File: config.mk
export PLATFORM = sky130hd
export DESIGN_NAME = sto_merge
export DESIGN_NICKNAME = d
export VERILOG_FILES = /design/src/rtl/sto_pkg.sv /design/src/rtl/sto_merge.sv
export SDC_FILE = /design/constraint.sdc
export NUM_CORES = 1
export LEC_CHECK = 0
export ABC_CLOCK_PERIOD_IN_PS = 7400
export BUFFER_PORTS_ARGS = -buffer_cell sky130_fd_sc_hd__buf_2
export CAP_MARGIN = 25
export CORE_MARGIN = 2
export CORE_UTILIZATION = 59
export DETAILED_ROUTE_END_ITERATION = 7
export GPL_ROUTABILITY_DRIVEN = 0
export PLACE_DENSITY = 0.87
export SETUP_SLACK_MARGIN = 0.15
export SYNTH_ARGS = -nofsm -noshare
export SYNTH_HDL_FRONTEND = slang
export SYNTH_SLANG_ARGS = --single-unit
File: constraint.sdc
create_clock -name aclk -period 7.4 [get_ports aclk]
set_clock_uncertainty 0.2 [all_clocks]
set_input_delay 0.74 -clock aclk [delete_from_list [all_inputs] [get_ports aclk]]
set_output_delay 0.74 -clock aclk [all_outputs]
set_load 0.1 [all_outputs]
File: src/rtl/sto_pkg.sv
// Shared types and constants for the sphere versus tetrahedron node overlap block.
package sto_pkg;

    localparam int NODE_LANES = 4;
    localparam int COORD_BITS = 21;
    localparam int IDX_BITS   = 17;
    localparam int NODE_BITS  = 16;
    localparam int POS_BITS   = 3 * COORD_BITS;
    localparam int ABS_BITS   = COORD_BITS;
    localparam int SQ_BITS    = 2 * ABS_BITS;
    localparam int D2_BITS    = SQ_BITS + 2;
    localparam int RAD_BITS   = 20;
    localparam int R2_BITS    = 2 * RAD_BITS;
    localparam int ROOT_BITS  = D2_BITS / 2;
    localparam int REM_BITS   = D2_BITS + 2;
    localparam int CNT_BITS   = 3;

    localparam logic [IDX_BITS-1:0] MAX_NODES = 17'd65536;

    // Input tdata layout, lowest field first
    localparam int IN_MESH_LSB = 0;
    localparam int IN_TET_LSB  = 16;
    localparam int IN_IDX_LSB  = 32;
    localparam int IN_POS_LSB  = IN_IDX_LSB + NODE_LANES * IDX_BITS;
    localparam int IN_BITS     = IN_POS_LSB + NODE_LANES * POS_BITS;
    localparam int OUT_BITS    = 128;

    // Configuration register indexes
    localparam int CFG_IDX_BITS = 3;
    localparam int CFG_DATA_BITS = 21;
    typedef enum logic [CFG_IDX_BITS-1:0] {
        CFG_SPHERE_ENABLE = 3'd0,
        CFG_CENTER_X      = 3'd1,
        CFG_CENTER_Y      = 3'd2,
        CFG_CENTER_Z      = 3'd3,
        CFG_SPHERE_RADIUS = 3'd4,
        CFG_NODE_COUNT    = 3'd5
    } cfg_reg_t;

    typedef struct packed {
        logic [15:0]                          mesh_index;
        logic [15:0]                          tet_index;
        logic [NODE_LANES-1:0][NODE_BITS-1:0] node;
    } pass_t;

    typedef struct packed {
        logic  valid;
        pass_t pass;
    } tag_t;

    typedef struct packed {
        pass_t                pass;
        logic [NODE_LANES-1:0] mask;
        logic [CNT_BITS-1:0]  count;
    } side_t;

    typedef struct packed {
        logic                valid;
        side_t               side;
        logic [D2_BITS-1:0]  min_d2;
    } sq_req_t;

    typedef struct packed {
        side_t                side;
        logic [ROOT_BITS-1:0] root;
    } out_t;

    typedef struct packed {
        logic valid;
        out_t data;
    } sq_res_t;

endpackage

File: src/rtl/sto_merge.sv
// Merge of the four lanes: inside mask, count and smallest squared distance.
module sto_merge (
    input  logic                                         aclk,
    input  logic                                         aresetn,
    input  logic                                         en,
    input  sto_pkg::tag_t                                tag,
    input  logic [sto_pkg::NODE_LANES-1:0][sto_pkg::D2_BITS-1:0] d2,
    input  logic [sto_pkg::R2_BITS-1:0]                  r2,
    output sto_pkg::sq_req_t                             req
);
    import sto_pkg::*;

    logic                  vld1_reg;
    pass_t                 pass1_reg;
    logic [NODE_LANES-1:0] mask_next;
    logic [NODE_LANES-1:0] mask1_reg;
    logic [D2_BITS-1:0]    min01_reg;
    logic [D2_BITS-1:0]    min23_reg;
    logic [CNT_BITS-1:0]   count_next;
    logic                  vld2_reg;
    side_t                 side2_reg;
    logic [D2_BITS-1:0]    min2_reg;

    always_comb begin
        for (int k = 0; k < NODE_LANES; k++) begin
            mask_next[k] = d2[k] <= D2_BITS'(r2);
        end
        count_next = '0;
        for (int k = 0; k < NODE_LANES; k++) begin
            count_next = count_next + CNT_BITS'(mask1_reg[k]);
        end
    end

    always_ff @(posedge aclk) begin
        if (!aresetn) begin
            vld1_reg <= 1'b0;
            vld2_reg <= 1'b0;
        end else if (en) begin
            vld1_reg <= tag.valid;
            // drop the request when no node is inside
            vld2_reg <= vld1_reg && (mask1_reg != '0);
        end
    end

    always_ff @(posedge aclk) begin
        if (en) begin
            pass1_reg <= tag.pass;
            mask1_reg <= mask_next;
            min01_reg <= (d2[1] < d2[0]) ? d2[1] : d2[0];
            min23_reg <= (d2[3] < d2[2]) ? d2[3] : d2[2];
            side2_reg.pass  <= pass1_reg;
            side2_reg.mask  <= mask1_reg;
            side2_reg.count <= count_next;
            min2_reg <= (min23_reg < min01_reg) ? min23_reg : min01_reg;
        end
    end

    assign req.valid  = vld2_reg;
    assign req.side   = side2_reg;
    assign req.min_d2 = min2_reg;

endmodule

Word-level counts from Yosys, hierarchy flattened. Cells that the tools add are included.

Reductions and logical operators: 2. Add/sub/neg operators: 3. $lt $le $gt $ge: 7. Mux-type cells: 3.

Operators with widths (number): <= comparator 44 x 40 -> 1 bit (4); < comparator 44 bit (3); 2-to-1 mux 44 bit (3); nonzero test 4 bit (1); adder 2 x 1 -> 3 bit (1); adder 3 x 1 -> 3 bit (1); adder 1 x 1 -> 2 bit (1); logical AND 1 bit (1).

Logic and storage cells: 35. Flip-flop bits (word level): 337. Input port bits: 316. Output and inout port bits: 148.

Depth between registers and ports, before layout.
Depth in word-level cells: 3. Gate-level depth with buffers: 11. Mapped depth without buffers: 9.

Least setup slack after synthesis. No wires, ideal clock.

Path kind: input to register. From: input d2[5] (netlist name). To: register min01_reg[10], data pin. Path slack: 3.987 ns. Library setup time: 0.260 ns. Required time: 6.940 ns. Arrival time: 2.953 ns. Path buffers: 1. Stages: 10. Cell sequence: inv_1 -> ha_1 -> a21o_1 -> a21o_1 -> a221oi_1 -> a2111oi_0 -> or4_1 -> a21oi_4 -> buf_6 -> mux2_4.

Cells in the longest elaborated chain, start to end: 2.

RTL lines: from (decl) (line sto_merge.sv:7) `input logic [sto_pkg::NODE_LANES-1:0][sto_pkg::D2_BITS-1:0] d2,`; < comparator 44 bit (line sto_merge.sv:49) `min01_reg <= (d2[1] < d2[0]) ? d2[1] : d2[0];`; 2-to-1 mux 44 bit (line sto_merge.sv:49); to (signal assigned) (line sto_merge.sv:49); to (decl) (line sto_merge.sv:17) `logic [D2_BITS-1:0] min01_reg;`.

Every way passes these cells. A chain may end at the register's enable or synchronous reset.

Worst setup path after layout.
From: input d2[13] (netlist name). To: register min01_reg[16], data pin.

Same word-level chain as after synthesis.

==> flow_metrics.env <==
export IMPL_leakage_nw=10.6
export IMPL_clock_sinks=337
export IMPL_die_x_um=182
export IMPL_synth_edf_count=335
export IMPL_cts_root_buffer="clkbuf_16"
export IMPL_worstMarginPinSlew_ns=0.933
export IMPL_clk_latency_ns=0.53
export IMPL_path_cells="buf_2 -> inv_1 -> ha_1 -> a21oi_1 -> o21ai_0 -> a221oi_1 -> nor2_1 -> or4_1 -> a21oi_4 -> buf_4 -> mux2_4"
export IMPL_routed_wl_mm=52.6
export IMPL_fmax_ghz=0.228
export IMPL_drive_gt1_share_pct=34.4
export IMPL_cts_resized=0
export IMPL_core_sq_um=31500
export IMPL_min_period_over_period_pct=59.2
export IMPL_reg2regPathDepth=8
export IMPL_crit_path_start_kind="input pin"
export IMPL_setup_viol=0
export IMPL_final_common_cell="buf_2"
export IMPL_status="finished, final reports clean"
export IMPL_critPathMaxFanout=25
export IMPL_hp_start="tag[82]"
export IMPL_power_density_nw_per_um2=248
export IMPL_largest_reg_flops=103
export IMPL_path_clk_slew_ns=0.06
export IMPL_crit_required_ns=7.47
export IMPL_std_cell_rows=65
export IMPL_die_h_um=182
export IMPL_synth_flop_cell="edfxtp_1"
export IMPL_synth_area_per_cell_sq_um=13.4
export IMPL_grt_overflow_total=0
export IMPL_min_path_type="in2reg"
export IMPL_firstDrtPassIters=5
export IMPL_htreeDepth=2
export IMPL_ys_seq_elements=337
export IMPL_nets=2504
export IMPL_yosysUniqueCellTypes=57
export IMPL_syn_area_sq_um=18800
export IMPL_ant_nets=0
export IMPL_worst_setup_path_type="in2reg"
export IMPL_syn_nets=2011
export IMPL_yosysWarnings=0
export IMPL_hold_violations=0
export IMPL_r2r_slack_ns=3.43
export IMPL_cts_tree="done"
export IMPL_holdBufCountCts=0
export IMPL_rsz0062_at_grt="false"
export IMPL_cts_setup_buffers=0
export IMPL_wire_per_inst_um=22.5
export IMPL_vdd_drop_max_uv=188
export IMPL_fin_tns_setup_ns=0
export IMPL_synth_cells=1402
export IMPL_dp_hpwl_mm=41.6
export IMPL_drt_iter0_drc=851
export IMPL_syn_to_final_growth_pct=21.5
export IMPL_end_kind="flip-flop"
export IMPL_finalMaxSlewViolations=0
export IMPL_grt_max_degree=132
export IMPL_drc=0
export IMPL_dieArea_sq_um=33300
export IMPL_hold_path_depth=1
export IMPL_grt_pass1_wl_mm=77.6
export IMPL_start_util_pct=59.7
export IMPL_layout_common_cells="buf_2, edfxtp_1, ha_1"
export IMPL_numCtsBuffers=36
export IMPL_grt_usage_pct=30.9
export IMPL_clock_path_buffers=3
export IMPL_rr_startpoint="min23_reg[2]"
export IMPL_grt_pass1_vias=14000
export IMPL_critPathMaxStageDelay_ns=0.73
export IMPL_vias_per_cell=5.92
export IMPL_layout_min_cycle_time_ns=4.38
export IMPL_io_pins=464
export IMPL_cap_violations=0
export IMPL_grt_antenna_before_repair=26
export IMPL_r2r_end="min2_reg[4]"
export IMPL_yosysSeqAreaShare_pct=53.8
export IMPL_cpMaxStageDelayCell="a21oi_4"
export IMPL_holdPathEnd="pass1_reg[82]"
export IMPL_slew_headroom_pct=37.8
export IMPL_crit_arrival_ns=4.45
export IMPL_total_power_mw=5.66
export IMPL_io_buffers=463
export IMPL_ys_async_sr_fraction_pct=0
export IMPL_vias=13900
==> layout make-up <==
class	count	area (sq um)
antenna	19	47.5
timing repair buffer	469	2400
tap	402	503
multi-input combinational	871	7930
inverter	180	676
clock inverter	18	208
clock buffer	45	955
fill	2105	8650
sequential	337	10100
==> per-stage QoR <==
stage / utilization (%) / std cells / area (sq um) / hold slack, ns / setup slack (ns)
finish: 72.5 / 2341 / 22800 / 0.181 / 3.02
global route: 72.5 / 2336 / 22800 / 0.167 / 2.85
CTS: 72.3 / 2321 / 22700 / 0.169 / 3.09
detailed placement: 68.6 / 2258 / 21600 / 0.205 / 2.56
global placement: 68.6 / 2258 / 21600 / 0.200 / 2.59
floorplan: - / 1402 / 18800 / 0.200 / 3.99
==> where the power goes <==
group / leakage, nW / total (mW) / switching [mW] / internal [mW]
clock: 0.555 / 1.78 / 0.750 / 1.03
sequential: 3.29 / 2.40 / 0.0724 / 2.33
combinational: 6.74 / 1.48 / 1.04 / 0.434
==> routing by layer <==
layer | vias up | share of wire, % | track usage, %
met5 | - | 0.12 | 0
met4 | 10 | 6.6 | 18.7
met3 | 206 | 9.1 | 8.54
met2 | 697 | 50 | 54.5
met1 | 6585 | 35 | 33.1
li1 | 6360 | - | -
==> worst max-delay path: cells and delay by family <==
| kind | cells | cell delay (ns) |
|---|---|---|
| multiplexers | 1 | 0.35 |
| adder cells (fa/ha/maj) | 1 | 0.30 |
| buffers and inverters | 3 | 0.73 |
| AND/OR/NAND/NOR | 2 | 0.57 |
| AO/OA/AOI/OAI | 4 | 1.72 |
==> cells in the mapped netlist (2+ instances only) <==
cell type	instances	area share, %
a211oi_1	12	0.48
nor2_1	33	0.66
or4_1	3	0.12
nand2b_1	3	0.10
o21bai_1	4	0.16
nand3_1	24	0.64
or2_2	3	0.10
o21a_1	3	0.12
buf_2	8	0.21
mux2i_1	3	0.16
inv_1	180	3.6
and4_1	5	0.23
edfxtp_1	335	54
o31ai_1	2	0.080
a21o_1	37	1.5
nor2b_1	10	0.33
o2bb2ai_1	2	0.093
ha_1	292	19
mux2_2	91	5.5
mux2_4	39	3.1
a221oi_1	6	0.28
nand2_1	51	1.0
nor3_1	16	0.43
a221o_1	5	0.27
nor4_1	6	0.20
a31oi_1	6	0.20
a2111oi_0	8	0.37
or3_1	3	0.10
and2_1	2	0.067
a21oi_1	87	2.3
buf_6	4	0.24
o211ai_1	6	0.24
a2111o_1	2	0.12
dfxtp_1	2	0.21
o22ai_1	2	0.067
nand4_1	53	1.8
o21ai_0	34	0.91
==> worst max-delay path by stage <==
stage | from | end | slack (ns) | depth (start not counted)
final | d2[13] | min01_reg[16] | 3.02 | 11
after global routing | d2[13] | min01_reg[17] | 2.85 | 11
after CTS | d2[13] | min01_reg[16] | 3.09 | 11
after detailed placement | d2[13] | min01_reg[28] | 2.56 | 11
after global placement | d2[13] | min01_reg[28] | 2.59 | 11
after floorplan | d2[5] | min01_reg[10] | 3.99 | 10
==> cell families after synthesis <==
logic type,Yosys count,share of synthesized area [%]
adders and majority gates,293,19.6
and+or+nand+nor,221,6.21
buffers and inverters,194,4.11
muxes,133,8.73
DFF,337,53.8
AOI/OAI and AO/OA,224,7.63
Power figures use the tool's default switching activity.
