### src/rtl/sto_pkg.sv
// Shared types and constants for the sphere versus tetrahedron node overlap block.
package sto_pkg;

    localparam int NODE_LANES = 4;
    localparam int COORD_BITS = 21;
    localparam int IDX_BITS   = 17;
    localparam int NODE_BITS  = 16;
    localparam int POS_BITS   = 3 * COORD_BITS;
    localparam int ABS_BITS   = COORD_BITS;
    localparam int SQ_BITS    = 2 * ABS_BITS;
    localparam int D2_BITS    = SQ_BITS + 2;
    localparam int RAD_BITS   = 20;
    localparam int R2_BITS    = 2 * RAD_BITS;
    localparam int ROOT_BITS  = D2_BITS / 2;
    localparam int REM_BITS   = D2_BITS + 2;
    localparam int CNT_BITS   = 3;

    localparam logic [IDX_BITS-1:0] MAX_NODES = 17'd65536;

    // Input tdata layout, lowest field first
    localparam int IN_MESH_LSB = 0;
    localparam int IN_TET_LSB  = 16;
    localparam int IN_IDX_LSB  = 32;
    localparam int IN_POS_LSB  = IN_IDX_LSB + NODE_LANES * IDX_BITS;
    localparam int IN_BITS     = IN_POS_LSB + NODE_LANES * POS_BITS;
    localparam int OUT_BITS    = 128;

    // Configuration register indexes
    localparam int CFG_IDX_BITS = 3;
    localparam int CFG_DATA_BITS = 21;
    typedef enum logic [CFG_IDX_BITS-1:0] {
        CFG_SPHERE_ENABLE = 3'd0,
        CFG_CENTER_X      = 3'd1,
        CFG_CENTER_Y      = 3'd2,
        CFG_CENTER_Z      = 3'd3,
        CFG_SPHERE_RADIUS = 3'd4,
        CFG_NODE_COUNT    = 3'd5
    } cfg_reg_t;

    typedef struct packed {
        logic [15:0]                          mesh_index;
        logic [15:0]                          tet_index;
        logic [NODE_LANES-1:0][NODE_BITS-1:0] node;
    } pass_t;

    typedef struct packed {
        logic  valid;
        pass_t pass;
    } tag_t;

    typedef struct packed {
        pass_t                pass;
        logic [NODE_LANES-1:0] mask;
        logic [CNT_BITS-1:0]  count;
    } side_t;

    typedef struct packed {
        logic                valid;
        side_t               side;
        logic [D2_BITS-1:0]  min_d2;
    } sq_req_t;

    typedef struct packed {
        side_t                side;
        logic [ROOT_BITS-1:0] root;
    } out_t;

    typedef struct packed {
        logic valid;
        out_t data;
    } sq_res_t;

endpackage

### src/rtl/sto_isqrt.sv
// Pipelined integer square root, one root bit resolved per stage.
module sto_isqrt (
    input  logic             aclk,
    input  logic             aresetn,
    input  logic             en,
    input  sto_pkg::sq_req_t req,
    output sto_pkg::sq_res_t res
);
    import sto_pkg::*;

    localparam int STAGES = ROOT_BITS;

    logic                 vld_reg  [STAGES];
    logic [REM_BITS-1:0]  rem_reg  [STAGES];
    logic [ROOT_BITS-1:0] root_reg [STAGES];
    side_t                side_reg [STAGES];

    for (genvar s = 0; s < STAGES; s++) begin : g_stage
        localparam int B = STAGES - 1 - s;
        logic                 src_vld;
        logic [REM_BITS-1:0]  src_rem;
        logic [ROOT_BITS-1:0] src_root;
        side_t                src_side;
        logic [REM_BITS-1:0]  trial;
        logic                 take;

        if (s == 0) begin : g_head
            assign src_vld  = req.valid;
            assign src_rem  = REM_BITS'(req.min_d2);
            assign src_root = '0;
            assign src_side = req.side;
        end else begin : g_body
            assign src_vld  = vld_reg[s-1];
            assign src_rem  = rem_reg[s-1];
            assign src_root = root_reg[s-1];
            assign src_side = side_reg[s-1];
        end

        // (root + 2^B)^2 - root^2 = root*2^(B+1) + 2^(2B)
        assign trial = (REM_BITS'(src_root) << (B + 1)) | (REM_BITS'(1) << (2 * B));
        assign take  = src_rem >= trial;

        always_ff @(posedge aclk) begin
            if (!aresetn) begin
                vld_reg[s] <= 1'b0;
            end else if (en) begin
                vld_reg[s] <= src_vld;
            end
        end

        always_ff @(posedge aclk) begin
            if (en) begin
                rem_reg[s]  <= take ? src_rem - trial : src_rem;
                root_reg[s] <= take ? (src_root | (ROOT_BITS'(1) << B)) : src_root;
                side_reg[s] <= src_side;
            end
        end
    end

    assign res.valid     = vld_reg[STAGES-1];
    assign res.data.side = side_reg[STAGES-1];
    assign res.data.root = root_reg[STAGES-1];

endmodule

### config.mk
export PLATFORM = sky130hd
export DESIGN_NAME = sto_isqrt
export DESIGN_NICKNAME = d
export VERILOG_FILES = /design/src/rtl/sto_pkg.sv /design/src/rtl/sto_isqrt.sv
export SDC_FILE = /design/constraint.sdc
export NUM_CORES = 2
export LEC_CHECK = 0
export BUFFER_PORTS_ARGS = -buffer_cell sky130_fd_sc_hd__buf_2
export CAP_MARGIN = 20
export CORE_ASPECT_RATIO = 0.75
export CORE_MARGIN = 1
export CORE_UTILIZATION = 23
export CTS_CLUSTER_SIZE = 10
export DETAILED_ROUTE_END_ITERATION = 8
export MAX_ROUTING_LAYER = met4
export PLACE_DENSITY = 0.42
export SLEW_MARGIN = 30
export SYNTH_ARGS = -nofsm -noshare
export SYNTH_HDL_FRONTEND = slang
export SYNTH_SLANG_ARGS = --single-unit
export TNS_END_PERCENT = 100
### constraint.sdc
create_clock -name aclk -period 8.7 [get_ports aclk]
set_input_delay 0 -clock aclk [delete_from_list [all_inputs] [get_ports aclk]]
set_output_delay 0 -clock aclk [all_outputs]
set_load 0.01 [all_outputs]
Word-level counts from Yosys, hierarchy flattened
Memory sizes are Yosys's and may differ from the RTL's.
Cells that the tools add are included.
{"block": "word_totals", "ff_bits": 0, "in_bits": 151, "latch_bits": 0, "out_inout_bits": 126, "elab_cells": 141, "mem_bits_ro": 0, "ramBits": 3784, "memories": 4}
{"block": "classes", "n_div": 0, "shift": 0, "n_mul": 0, "n_lt_le_gt_ge": 22, "n_reduce_logical": 0, "n_eq_ne": 0, "n_addsub": 22, "n_bitwise": 22, "mux": 71}
{"name": "side_reg", "depth": 22, "word_bits": 103, "read_ports": 22, "rd_clocked_by_memory_dff": 0, "wr": 22, "line": "sto_isqrt.sv:16", "source": "side_t side_reg [STAGES];"}
{"name": "rem_reg", "depth": 22, "word_bits": 46, "read_ports": 21, "rd_clocked_by_memory_dff": 0, "wr": 22, "line": "sto_isqrt.sv:14", "source": "logic [REM_BITS-1:0] rem_reg [STAGES];"}
{"name": "root_reg", "depth": 22, "word_bits": 22, "read_ports": 22, "rd_clocked_by_memory_dff": 0, "wr": 22, "line": "sto_isqrt.sv:15", "source": "logic [ROOT_BITS-1:0] root_reg [STAGES];"}
{"name": "vld_reg", "depth": 22, "word_bits": 1, "read_ports": 22, "rd_clocked_by_memory_dff": 0, "wr": 22, "line": "sto_isqrt.sv:13", "source": "logic vld_reg [STAGES];"}
{"op": "$mux W46", "count": 22}
{"op": "$ge A46 B23 Y1", "count": 1}
{"op": "$ge A46 B24 Y1", "count": 1}
{"op": "$ge A46 B25 Y1", "count": 1}
{"op": "$ge A46 B26 Y1", "count": 1}
{"op": "$ge A46 B27 Y1", "count": 1}
{"op": "$ge A46 B28 Y1", "count": 1}
{"op": "$ge A46 B29 Y1", "count": 1}
{"op": "$ge A46 B30 Y1", "count": 1}
{"op": "$ge A46 B31 Y1", "count": 1}
{"op": "$ge A46 B32 Y1", "count": 1}
{"op": "$ge A46 B33 Y1", "count": 1}
{"op": "$ge A46 B34 Y1", "count": 1}
{"op": "$ge A46 B35 Y1", "count": 1}
{"op": "$ge A46 B36 Y1", "count": 1}
{"op": "$ge A46 B37 Y1", "count": 1}
{"op": "$ge A46 B38 Y1", "count": 1}
{"op": "$ge A46 B39 Y1", "count": 1}
{"op": "$ge A46 B40 Y1", "count": 1}
{"op": "$ge A46 B41 Y1", "count": 1}
{"op": "$ge A46 B42 Y1", "count": 1}
{"op": "$ge A46 B43 Y1", "count": 1}
{"op": "$sub A46 B23 Y46", "count": 1}
{"op": "$sub A46 B24 Y46", "count": 1}
{"op": "44 further kinds", "count": 92}

Longest topological paths before layout
{"block": "logic_depth", "depth_word": 4, "depth_mapped": 13, "ltp_nobuf": 11}

Least setup slack after synthesis
OpenSTA, ideal clock, no wires.
{"block": "synth_timing", "kind": "flip-flop to flip-flop", "start": "memory rem_reg[1][358] in the netlist's numbering", "end": "memory rem_reg[2][18] in the netlist's numbering (data pin)", "required_time_ps": 8440, "setup_time_ps": 260, "period_less_slack_ps": 3277, "slack_ps": 5423, "arrival_ps": 3017, "stages_incl_launch_ff": 9, "cell_sequence": "edfxtp_1 > or4_4 > or4_4 > or3_1 > or2_1 > or4_4 > nor2_8 > inv_2 > mux2_4"}
{"element": "from (decl)", "line": "sto_isqrt.sv:14"}

==> flow_summary_export.csv <==
group,metric,value,unit
status,status,"completed",
timing,max_freq,247,MHz
timing,maxSlewViolCount,0,
clock_network,ctsLongestPathBuffers,4,
floorplanning,die_y,646,µm
yosys,synth_cell_type_count,80,
timing,finalSetupViolCount,0,
yosys,synth-main-ff-cell,"edfxtp_1",
pwr,p_leak,0.0525,µW
global_route,grt_pass1_wl,363000,µm
timing,slew_headroom,0.345,
placement,dp_hpwl,150000,µm
global_route,grt_pass1_vias,61400,
pwr,power.density,255,mW/mm²
placement,pre_cts_slack,4730,ps
global_route,antenna_found_initial,5,
timing,fin_setup_tns,0,ps
placement,io_buffers,276,
yosys,yosysWarningCount,0,
clock_network,post_cts_buffers,0,
final_layout,num-nets-final,8337,
worst_hold_path,hp-class,"input port to flop",
clock_network,cts_buffers,404,
job,cap_viol_max_count,0,
clock_network,clkLatencyLatePin,990,ps
timing,setup_slack,4660,ps
final_layout,utilization,0.277,
yosys,synthCells,6953,
timing,rsz0062_at_grt,"no",
final_layout,n_fill_cell,54900,
clock_network,cts_hold_buf,302,
setup_path,cp-start-kind,"flop",
drt,wl_per_cell,15.1,µm
setup_path,worstPathMaxFanout,35,
yosys,syn_nets,7375,
drt,viasPerCell,3.91,
timing,hold_violations,0,
yosys,avgSynthCellArea,18.3,µm²
global_route,grt_overflow,0,
final_layout,syn_to_final_growth,20.0,%
yosys,synth_seq_area_share,0.828,
drt,firstDrtPassIters,6,
drt,ant_nets,0,
timing,tightest_slew,983,ps
drt,drtIter0Drc,4671,
timing,skew,75.1,ps
final_layout,largest_reg_flops,2266,
clock_network,cts_root_buf,"clkbuf_16",
drt,vias,60300,
final_layout,drive_gt1_frac,0.110,
yosys,syn_area,0.127,mm²
pwr,peakVddDrop,0.182,mV
floorplanning,dieArea,0.556,mm²
drt,wl,234000,µm
yosys,synth-edff-count,3505,
floorplanning,row_count,236,
final_layout,final_common_cell,"edfxtp_1",
floorplanning,start_util,0.231,
final_layout,final_cell_mix,"edfxtp_1, clkbuf_16, inv_1",
yosys,synthArstFlopShare,0,
clock_network,clock-sinks,3506,
setup_path,critical_path_class,"flop to flop",
setup_path,end_kind,"flop",
timing,finalCriticalPeriod,4040,ps
floorplanning,die_w,860,µm
clock_network,htreeDepth,5,
floorplanning,core_area,0.551,mm²
setup_path,required,9370,ps
clock_network,ctsResizeCount,0,
global_route,grt_max_degree,188,
placement,gp_congestion,0.826,
clock_network,clk_pin_slew,50,ps
global_route,track_usage,0.0836,
drt,drc,0,
clock_network,cts_tree,"built",
timing,finalCritPeriodShare,0.464,
floorplanning,pin_count,277,
setup_path,crit_arrival,4710,ps
yosys,ys_seq_elements,3506,
-- layer usage --
layer / part of all wire / wire (µm) / up-vias / global-route usage
li1: - / - / 28700 / -
met1: 0.49 / 114000 / 29700 / 0.115
met2: 0.43 / 100000 / 1317 / 0.123
met3: 0.050 / 11600 / 497 / 0.0166
met4: 0.033 / 7750 / 0 / 0.0290
met5: 0 / 0 / - / -
-- report_power, final --
part / internal, µW / switching [µW]
Combinational: 1180 / 1840
Sequential: 20200 / 721
Clock: 8520 / 6500
Total: 29900 / 9060
-- synthesized netlist by cell type (24+ instances only) --
library cell     n  share of area
mux2_2          34         0.0030
clkbuf_1        64         0.0019
or4_1           32         0.0019
o21a_1          53         0.0031
nand3_1         93         0.0037
ha_1           271          0.027
nor4_1         172         0.0085
edfxtp_1      3505           0.83
o21ai_0        212         0.0083
a21o_1          89         0.0053
or2_2           24         0.0012
inv_1          344          0.010
nand3b_1        25         0.0015
nor2_1         309         0.0091
nor3_1         133         0.0052
nand2b_1        66         0.0032
and3_1          41         0.0020
a211oi_1        37         0.0022
xnor2_1        223          0.015
or3_1           53         0.0026
a21oi_1        252         0.0099
xor2_1         196          0.014
nand2_1        311         0.0092
o31ai_1         27         0.0016
nor2b_1         35         0.0017
nand4_1         80         0.0039
-- worst max-delay path, cell delays in order, from the launching register on --
cell and delay (ps):
edfxtp_1 440, or4_1 600, or4_1 490, nor4_1 390, nand3_1 180, nor3_2 220, buf_4 320, inv_2 340
and4_1 330, nor4b_1 310, a21oi_1 130
-- through the flow --
stage | area, µm² | hold WS (ps) | instances | power [µW]
finish | 153000 | 245 | 15400 | 38900
global route | 153000 | 143 | 15400 | 40800
CTS | 152000 | 67.1 | 15400 | 39700
detailed placement | 138000 | 178 | 14600 | 24200
global placement | 138000 | 176 | 14600 | 24100
floorplan | 127000 | 98.9 | 6953 | 22800
-- cell families (layout without fill, tap and decap cells) --
family | after synthesis | after routing | share of synthesized area
buffers and inverters | 430 | 1510 | 0.0128
multiplexers | 44 | 44 | 0.00384
AO/OA/AOI/OAI | 812 | 812 | 0.0395
other | 1 | 5 | 0.0000295
AND/OR/NAND/NOR | 1470 | 1470 | 0.0602
adder cells (fa/ha/maj) | 271 | 271 | 0.0267
flip-flops | 3506 | 3506 | 0.828
XOR/XNOR | 419 | 419 | 0.0289
-- cell type report --
cell class                 instances  area (µm²)  area share
antenna                            4        10.0   0.0000656
clock buffer                     459       10300      0.0676
clock inverter                    65         991     0.00650
inverter                         347        1300     0.00854
multi-input combinational       3017       20300       0.133
sequential                      3506      105000       0.690
tap                             7378        9230      0.0605
timing repair buffer             639        5130      0.0336
-- worst paths after layout --
check / from / to / slack (ps) / depth (start not counted)
max reg2reg: rem_reg[2][129] / rem_reg[2][172] / 4660 / 10
max: rem_reg[2][129] / rem_reg[2][172] / 4660 / 10
min reg2reg: side_reg[1][232] / side_reg[1][335] / 360 / 0
min: req[61] / side_reg[0][17] / 250 / 3
No activity file was read; power rests on OpenSTA's default activity.
