<file path="config.mk">
export PLATFORM = sky130hd
export DESIGN_NAME = sto_lane
export DESIGN_NICKNAME = d
export VERILOG_FILES = /design/src/rtl/sto_pkg.sv /design/src/rtl/sto_lane.sv
export SDC_FILE = /design/constraint.sdc
export NUM_CORES = 2
export LEC_CHECK = 0
export ABC_AREA = 1
export BUFFER_PORTS_ARGS = -buffer_cell sky130_fd_sc_hd__buf_2
export CAP_MARGIN = 20
export CORE_MARGIN = 2
export CORE_UTILIZATION = 34
export CTS_CLUSTER_DIAMETER = 40
export DETAILED_ROUTE_END_ITERATION = 16
export GPL_TIMING_DRIVEN = 1
export PLACE_DENSITY_LB_ADDON = 0.25
export SLEW_MARGIN = 30
export SYNTH_ARGS = -nofsm -noshare
export SYNTH_HDL_FRONTEND = slang
export SYNTH_SLANG_ARGS = --single-unit
</file>
<file path="constraint.sdc">
create_clock -name aclk -period 7.79 [get_ports aclk]
set_input_delay 0.779 -clock aclk [delete_from_list [all_inputs] [get_ports aclk]]
set_output_delay 0.779 -clock aclk [all_outputs]
set_load 0.005 [all_outputs]
</file>
<file path="src/rtl/sto_pkg.sv">
// Shared types and constants for the sphere versus tetrahedron node overlap block.
package sto_pkg;

    localparam int NODE_LANES = 4;
    localparam int COORD_BITS = 21;
    localparam int IDX_BITS   = 17;
    localparam int NODE_BITS  = 16;
    localparam int POS_BITS   = 3 * COORD_BITS;
    localparam int ABS_BITS   = COORD_BITS;
    localparam int SQ_BITS    = 2 * ABS_BITS;
    localparam int D2_BITS    = SQ_BITS + 2;
    localparam int RAD_BITS   = 20;
    localparam int R2_BITS    = 2 * RAD_BITS;
    localparam int ROOT_BITS  = D2_BITS / 2;
    localparam int REM_BITS   = D2_BITS + 2;
    localparam int CNT_BITS   = 3;

    localparam logic [IDX_BITS-1:0] MAX_NODES = 17'd65536;

    // Input tdata layout, lowest field first
    localparam int IN_MESH_LSB = 0;
    localparam int IN_TET_LSB  = 16;
    localparam int IN_IDX_LSB  = 32;
    localparam int IN_POS_LSB  = IN_IDX_LSB + NODE_LANES * IDX_BITS;
    localparam int IN_BITS     = IN_POS_LSB + NODE_LANES * POS_BITS;
    localparam int OUT_BITS    = 128;

    // Configuration register indexes
    localparam int CFG_IDX_BITS = 3;
    localparam int CFG_DATA_BITS = 21;
    typedef enum logic [CFG_IDX_BITS-1:0] {
        CFG_SPHERE_ENABLE = 3'd0,
        CFG_CENTER_X      = 3'd1,
        CFG_CENTER_Y      = 3'd2,
        CFG_CENTER_Z      = 3'd3,
        CFG_SPHERE_RADIUS = 3'd4,
        CFG_NODE_COUNT    = 3'd5
    } cfg_reg_t;

    typedef struct packed {
        logic [15:0]                          mesh_index;
        logic [15:0]                          tet_index;
        logic [NODE_LANES-1:0][NODE_BITS-1:0] node;
    } pass_t;

    typedef struct packed {
        logic  valid;
        pass_t pass;
    } tag_t;

    typedef struct packed {
        pass_t                pass;
        logic [NODE_LANES-1:0] mask;
        logic [CNT_BITS-1:0]  count;
    } side_t;

    typedef struct packed {
        logic                valid;
        side_t               side;
        logic [D2_BITS-1:0]  min_d2;
    } sq_req_t;

    typedef struct packed {
        side_t                side;
        logic [ROOT_BITS-1:0] root;
    } out_t;

    typedef struct packed {
        logic valid;
        out_t data;
    } sq_res_t;

endpackage

</file>
<file path="src/rtl/sto_lane.sv">
// One distance lane: squared distance from a node position to the sphere center.
module sto_lane (
    input  logic                            aclk,
    input  logic                            en,
    input  logic [sto_pkg::POS_BITS-1:0]    pos,
    input  logic [sto_pkg::COORD_BITS-1:0]  center_x,
    input  logic [sto_pkg::COORD_BITS-1:0]  center_y,
    input  logic [sto_pkg::COORD_BITS-1:0]  center_z,
    output logic [sto_pkg::D2_BITS-1:0]     d2
);
    import sto_pkg::*;

    logic [COORD_BITS-1:0] pt [3];
    logic [COORD_BITS-1:0] ct [3];
    logic [COORD_BITS:0]   diff [3];
    logic [ABS_BITS-1:0]   abs_next [3];
    logic [ABS_BITS-1:0]   abs_reg [3];
    logic [SQ_BITS-1:0]    sq_reg [3];
    logic [D2_BITS-1:0]    d2_reg;

    assign ct[0] = center_x;
    assign ct[1] = center_y;
    assign ct[2] = center_z;

    always_comb begin
        for (int a = 0; a < 3; a++) begin
            pt[a]   = pos[a*COORD_BITS +: COORD_BITS];
            diff[a] = {pt[a][COORD_BITS-1], pt[a]} - {ct[a][COORD_BITS-1], ct[a]};
            // magnitude of a one-bit-wider difference always fits COORD_BITS
            abs_next[a] = diff[a][COORD_BITS] ? ABS_BITS'(-diff[a]) : ABS_BITS'(diff[a]);
        end
    end

    always_ff @(posedge aclk) begin
        if (en) begin
            for (int a = 0; a < 3; a++) begin
                abs_reg[a] <= abs_next[a];
                sq_reg[a]  <= abs_reg[a] * abs_reg[a];
            end
            d2_reg <= D2_BITS'(sq_reg[0]) + D2_BITS'(sq_reg[1]) + D2_BITS'(sq_reg[2]);
        end
    end

    assign d2 = d2_reg;

endmodule

</file>
After elaboration in Yosys (flattened, before gate mapping)
Memories as Yosys holds them, arrays and structs flattened.
Cells that the tools add are included.

cells by class
  $mul = 3
  mux-type cells = 5
  add/sub/neg operators = 8

operators by type and width
  operator        number
  $mul 21x21->42  3
  $sub 21x21->22  3
  $mux 21         3
  $neg 21->21     3
  $add 43x42->44  1
  $add 42x42->43  1
  $mux 1          2

storage, ports and cells
  input bits = 128
  bits in registers = 44
  memories kept = 2
  RAM bits = 189
  output and inout port bits = 44

memory list
  name     words  width  rd ports  clocked after Yosys merged registers in  write ports  line            text
  sq_reg   3      42     3         0                                        3            sto_lane.sv:18  logic [SQ_BITS-1:0] sq_reg [3];
  abs_reg  3      21     3         0                                        3            sto_lane.sv:17  logic [ABS_BITS-1:0] abs_reg [3];

Depth between registers and ports, before layout
  word-level depth = 3
  depth in mapped cells = 29
  depth with buffers taken out = 27

Least setup slack after synthesis
No wires, ideal clock.

  kind = flip-flop to flip-flop
  start = mem abs_reg[0][48] in the netlist's numbering
  end = mem sq_reg[0][121] in the netlist's numbering (data pin)
  required time = 7.531 ns
  arrival time = 6.003 ns
  stages on the path, launching flop included = 27
  slack = 1.528 ns
  clock period less this slack = 6.262 ns
  cell sequence = edfxtp_1 > clkbuf_1 > clkbuf_1 > nand2_1 > fa_1 > inv_1 > fa_1 > inv_1 > fa_1 > inv_1 > fa_1 > fa_1 > fa_1 > inv_1 > fa_1 > inv_1 > ha_1 > nand2_1 > nor2_1 > inv_1 > nor2_1 > and3_1 > a21oi_1 > o21ai_0 > nand2_1 > nand2_1 > xor2_1

RTL lines
  item                line
  start: declaration  sto_lane.sv:17
  end: declaration    sto_lane.sv:18

==> summary by stage <==
STA
The setup total negative slack is 0 ns. Hold is met by 0.632 ns. Setup repair after global routing left no endpoint under its margin.

Dividing the final minimum period by the clock period gives 0.910. The final-report setup violation count is 0. The relative slew slack is 0.354.

The final-report max-slew violation count is 0. Subtracting the final worst setup slack from the clock period gives 7.09 ns. For this run, the top clock speed supported by timing is 141 MHz.

The worst setup skew after layout is 0.0434 ns. The hold violation count in the final report is 0. At the pin with the least slew margin, the transition time is 0.969 ns.

Global route
The number of antenna violations at the first check in global routing came to 1. The maximum number of pins on one net before global-route repair is 83. For this run, the total global-route usage over all layers was measured as 0.178. For this run the aggregate overflow at the end of global routing stands at 0. The via count of the first global-routing pass was 43,200. The first-pass GRT wire length is 231,000 µm.

Drt
The total wirelength of the detailed-routed design is 142,000 µm. The remaining antenna violation count after routing is 0. Dividing the detail-routed via count by the number of cells gives 4.63. The count of unresolved DRC violations after routing is 0.

The number of optimization iterations in the first detailed-route pass is 6. The via count of the routed design is 40,600. After detailed routing, the average wire length per cell comes to 16.2 µm.

The number of design-rule violations left by the first detailed-router iteration is 2,324.

Synthesis
Of all flip-flops after synthesis, the portion carrying an async set or reset was 0. For this run, the register share of the synthesized area comes to 0.127. Sorting the synthesized cells by area gives the leading types as sky130_fd_sc_hd__fa_1 (36%), sky130_fd_sc_hd__ha_1 (13%), sky130_fd_sc_hd__inv_1 (13%).

Each instance of the synthesized netlist takes up on average 8.34 µm². For this run, the leading register cell type out of synthesis is sky130_fd_sc_hd__edfxtp_1. Counting distinct cell types in the post-synthesis netlist gives 54.

The summed instance area of the synthesized netlist is 54,300 µm². Of the post-synthesis cell area, the dominant cell type holds 0.360. The count of warnings emitted by yosys is 0.

The post-synthesis register bit count is 230. The number of enable-type register cells in the synthesized netlist is 230. The number of instances in the synthesized netlist is 6,507. The cell type contributing the most total cell area after synthesis is sky130_fd_sc_hd__fa_1.

Clocking
The deepest clock path buffer count is 3. The number of levels the H-tree was split into is 2. The post-cts gate resize count is 0. For this design, the CTS-stage hold fixing added 0 buffers. The clock tree from TritonCTS is yes. The number of buffers inserted by post-CTS setup repair is 0. The TritonCTS sink count is 230. The clock edge transition at the registers on the reported setup and hold paths is 0.05 ns.

The root buffer cell is sky130_fd_sc_hd__clkbuf_16. The clock buffer count from CTS is 45. The insertion delay of the later-clocked pin in the worst-skew pair is 0.62 ns.

Cells and area
The cell area after layout is 59,400 µm². In the layout the commonest cells are sky130_fd_sc_hd__inv_1 (1,844), sky130_fd_sc_hd__nand2_1 (1,339), sky130_fd_sc_hd__fa_1 (975), sky130_fd_sc_hd__ha_1 (568), sky130_fd_sc_hd__nor2_1 (308). Once layout is complete, the cells apart from fillers number 8,775. The most common cell after layout, fill and taps aside is sky130_fd_sc_hd__inv_1. The fraction of final layout cells sized beyond drive strength 1 is 0.0571. The final antenna diode count is 0. From synthesis to final layout, the design area changed by 9.44%. The register with the most flip-flops in the layout has 123 of them. In the final design database the tool counted 8,339 nets.

The filler cells instantiated in the layout total 16,300.

Floorplan
For this configuration, the core starts out at a cell density of 0.343. The die is 403 µm wide. The standard-cell row count is 146. In this run the standard cell core region covers 158,000 µm². The die covers 163,000 µm².

The die height is 403 µm. 172 I/O pins were placed.

Placement
The placed cell area is 57,800 µm². The routability congestion estimate is 0.893. Input and output buffers added on the ports amount to 171. After detailed placement, the design holds a cell count of 8,684.

The HPWL after detailed placement is 122,000 µm.

Status
The flow ran to the end, and the final reports show no timing, DRC or antenna violations.

Worst setup path
Data arrives at the worst endpoint at 7.43 ns. The critical path start-end classification is register to register. The worst setup path endpoint is sq_reg[0][32]. The critical path startpoint category is a register. The worst-path maximum fanout is 16. The reg-to-reg critical path endpoint is sq_reg[0][32]. The critical path launch point is abs_reg[0][9].

Across all register-to-register paths, the minimum setup slack is 0.70 ns. The number of cell instances on the worst register-to-register path is 24. The worst register-to-register path begins at abs_reg[0][9]. STA classifies the critical path endpoint as a register.

Data on the critical path is required at its endpoint by 8.13 ns.

Hold path
The class of the tightest hold or removal check is primary input to register.

Flow run
The number of violations of the max-capacitance limit is 0.
## synth_stat cells (16+ instances only)
cell and n:
sky130_fd_sc_hd__a21o_1 16, sky130_fd_sc_hd__a21oi_1 256, sky130_fd_sc_hd__a31oi_1 42, sky130_fd_sc_hd__clkbuf_1 123, sky130_fd_sc_hd__edfxtp_1 230, sky130_fd_sc_hd__fa_1 975, sky130_fd_sc_hd__ha_1 568, sky130_fd_sc_hd__inv_1 1844
sky130_fd_sc_hd__nand2_1 1339, sky130_fd_sc_hd__nand3_1 147, sky130_fd_sc_hd__nand3b_1 23, sky130_fd_sc_hd__nand4_1 26, sky130_fd_sc_hd__nor2_1 308, sky130_fd_sc_hd__nor3_1 27, sky130_fd_sc_hd__nor4_1 17, sky130_fd_sc_hd__o21a_1 18
sky130_fd_sc_hd__o21ai_0 137, sky130_fd_sc_hd__o21bai_1 27, sky130_fd_sc_hd__xnor2_1 79, sky130_fd_sc_hd__xor2_1 174
## kinds of logic after synthesis
logic type / Yosys count / share of synthesized area
AO/OA/AOI/OAI: 554 / 0.0576
XOR/XNOR: 256 / 0.0419
adder cells (fa/ha/maj): 1543 / 0.491
buffers and inverters: 1983 / 0.138
flip-flops: 230 / 0.127
other: 1 / 0.0000691
AND/OR/NAND/NOR: 1940 / 0.145
## metal layers
layer / track usage / wire length (µm) / vias up
li1: - / - / 19700
met1: 0.251 / 67200 / 19900
met2: 0.298 / 66000 / 817
met3: 0.0167 / 5860 / 114
met4: 0.0363 / 2770 / 0
met5: 0 / 0 / -
## worst min path at each step
stage,startpoint,end,cells past startpoint
2_1_floorplan,abs_reg[0][42],sq_reg[0][84],0
3_3_place_gp,sq_reg[0][84],d2[1],3
3_5_place_dp,sq_reg[0][84],d2[1],3
4_1_cts,center_y[0],abs_reg[0][21],3
5_1_grt,center_y[0],abs_reg[0][21],3
6_report,center_y[0],abs_reg[0][21],3
## metrics by stage
step / utilization / worst slack (ns)
3_5_place_dp: 0.365 / 0.672
3_3_place_gp: 0.364 / 0.737
5_1_grt: 0.375 / 0.380
6_report: 0.375 / 0.699
2_1_floorplan: - / 1.53
4_1_cts: 0.374 / 0.629
## worst max-delay path, stage by stage, from the launching register on
cell,delay (ns)
sky130_fd_sc_hd__edfxtp_1,0.85
sky130_fd_sc_hd__nand2_1,0.22
sky130_fd_sc_hd__fa_1,0.57
sky130_fd_sc_hd__inv_1,0.06
sky130_fd_sc_hd__fa_1,0.51
sky130_fd_sc_hd__inv_1,0.05
sky130_fd_sc_hd__fa_1,0.48
sky130_fd_sc_hd__inv_1,0.06
sky130_fd_sc_hd__fa_1,0.51
sky130_fd_sc_hd__inv_1,0.06
sky130_fd_sc_hd__fa_1,0.52
sky130_fd_sc_hd__inv_1,0.05
sky130_fd_sc_hd__fa_1,0.47
sky130_fd_sc_hd__inv_1,0.05
sky130_fd_sc_hd__fa_1,0.47
sky130_fd_sc_hd__inv_1,0.06
sky130_fd_sc_hd__ha_1,0.33
sky130_fd_sc_hd__a21oi_1,0.19
sky130_fd_sc_hd__inv_1,0.06
sky130_fd_sc_hd__a21oi_1,0.23
sky130_fd_sc_hd__a21boi_0,0.28
sky130_fd_sc_hd__o21ai_0,0.19
sky130_fd_sc_hd__a21oi_1,0.25
sky130_fd_sc_hd__o21ai_0,0.16
sky130_fd_sc_hd__xor2_1,0.16
## final cells by class
type / instances / area [µm²] / share of cell area
Sequential cell: 230 / 6910 / 0.116
Tap cell: 2072 / 2590 / 0.0437
Timing Repair Buffer: 244 / 1530 / 0.0258
Clock buffer: 49 / 1140 / 0.0192
Inverter: 1851 / 6950 / 0.117
Multi-Input combinational cell: 4296 / 39900 / 0.672
Clock inverter: 33 / 362 / 0.00609
Power is not shown: default switching activity piles up to over one toggle a cycle in this logic, so the estimate is an artifact.
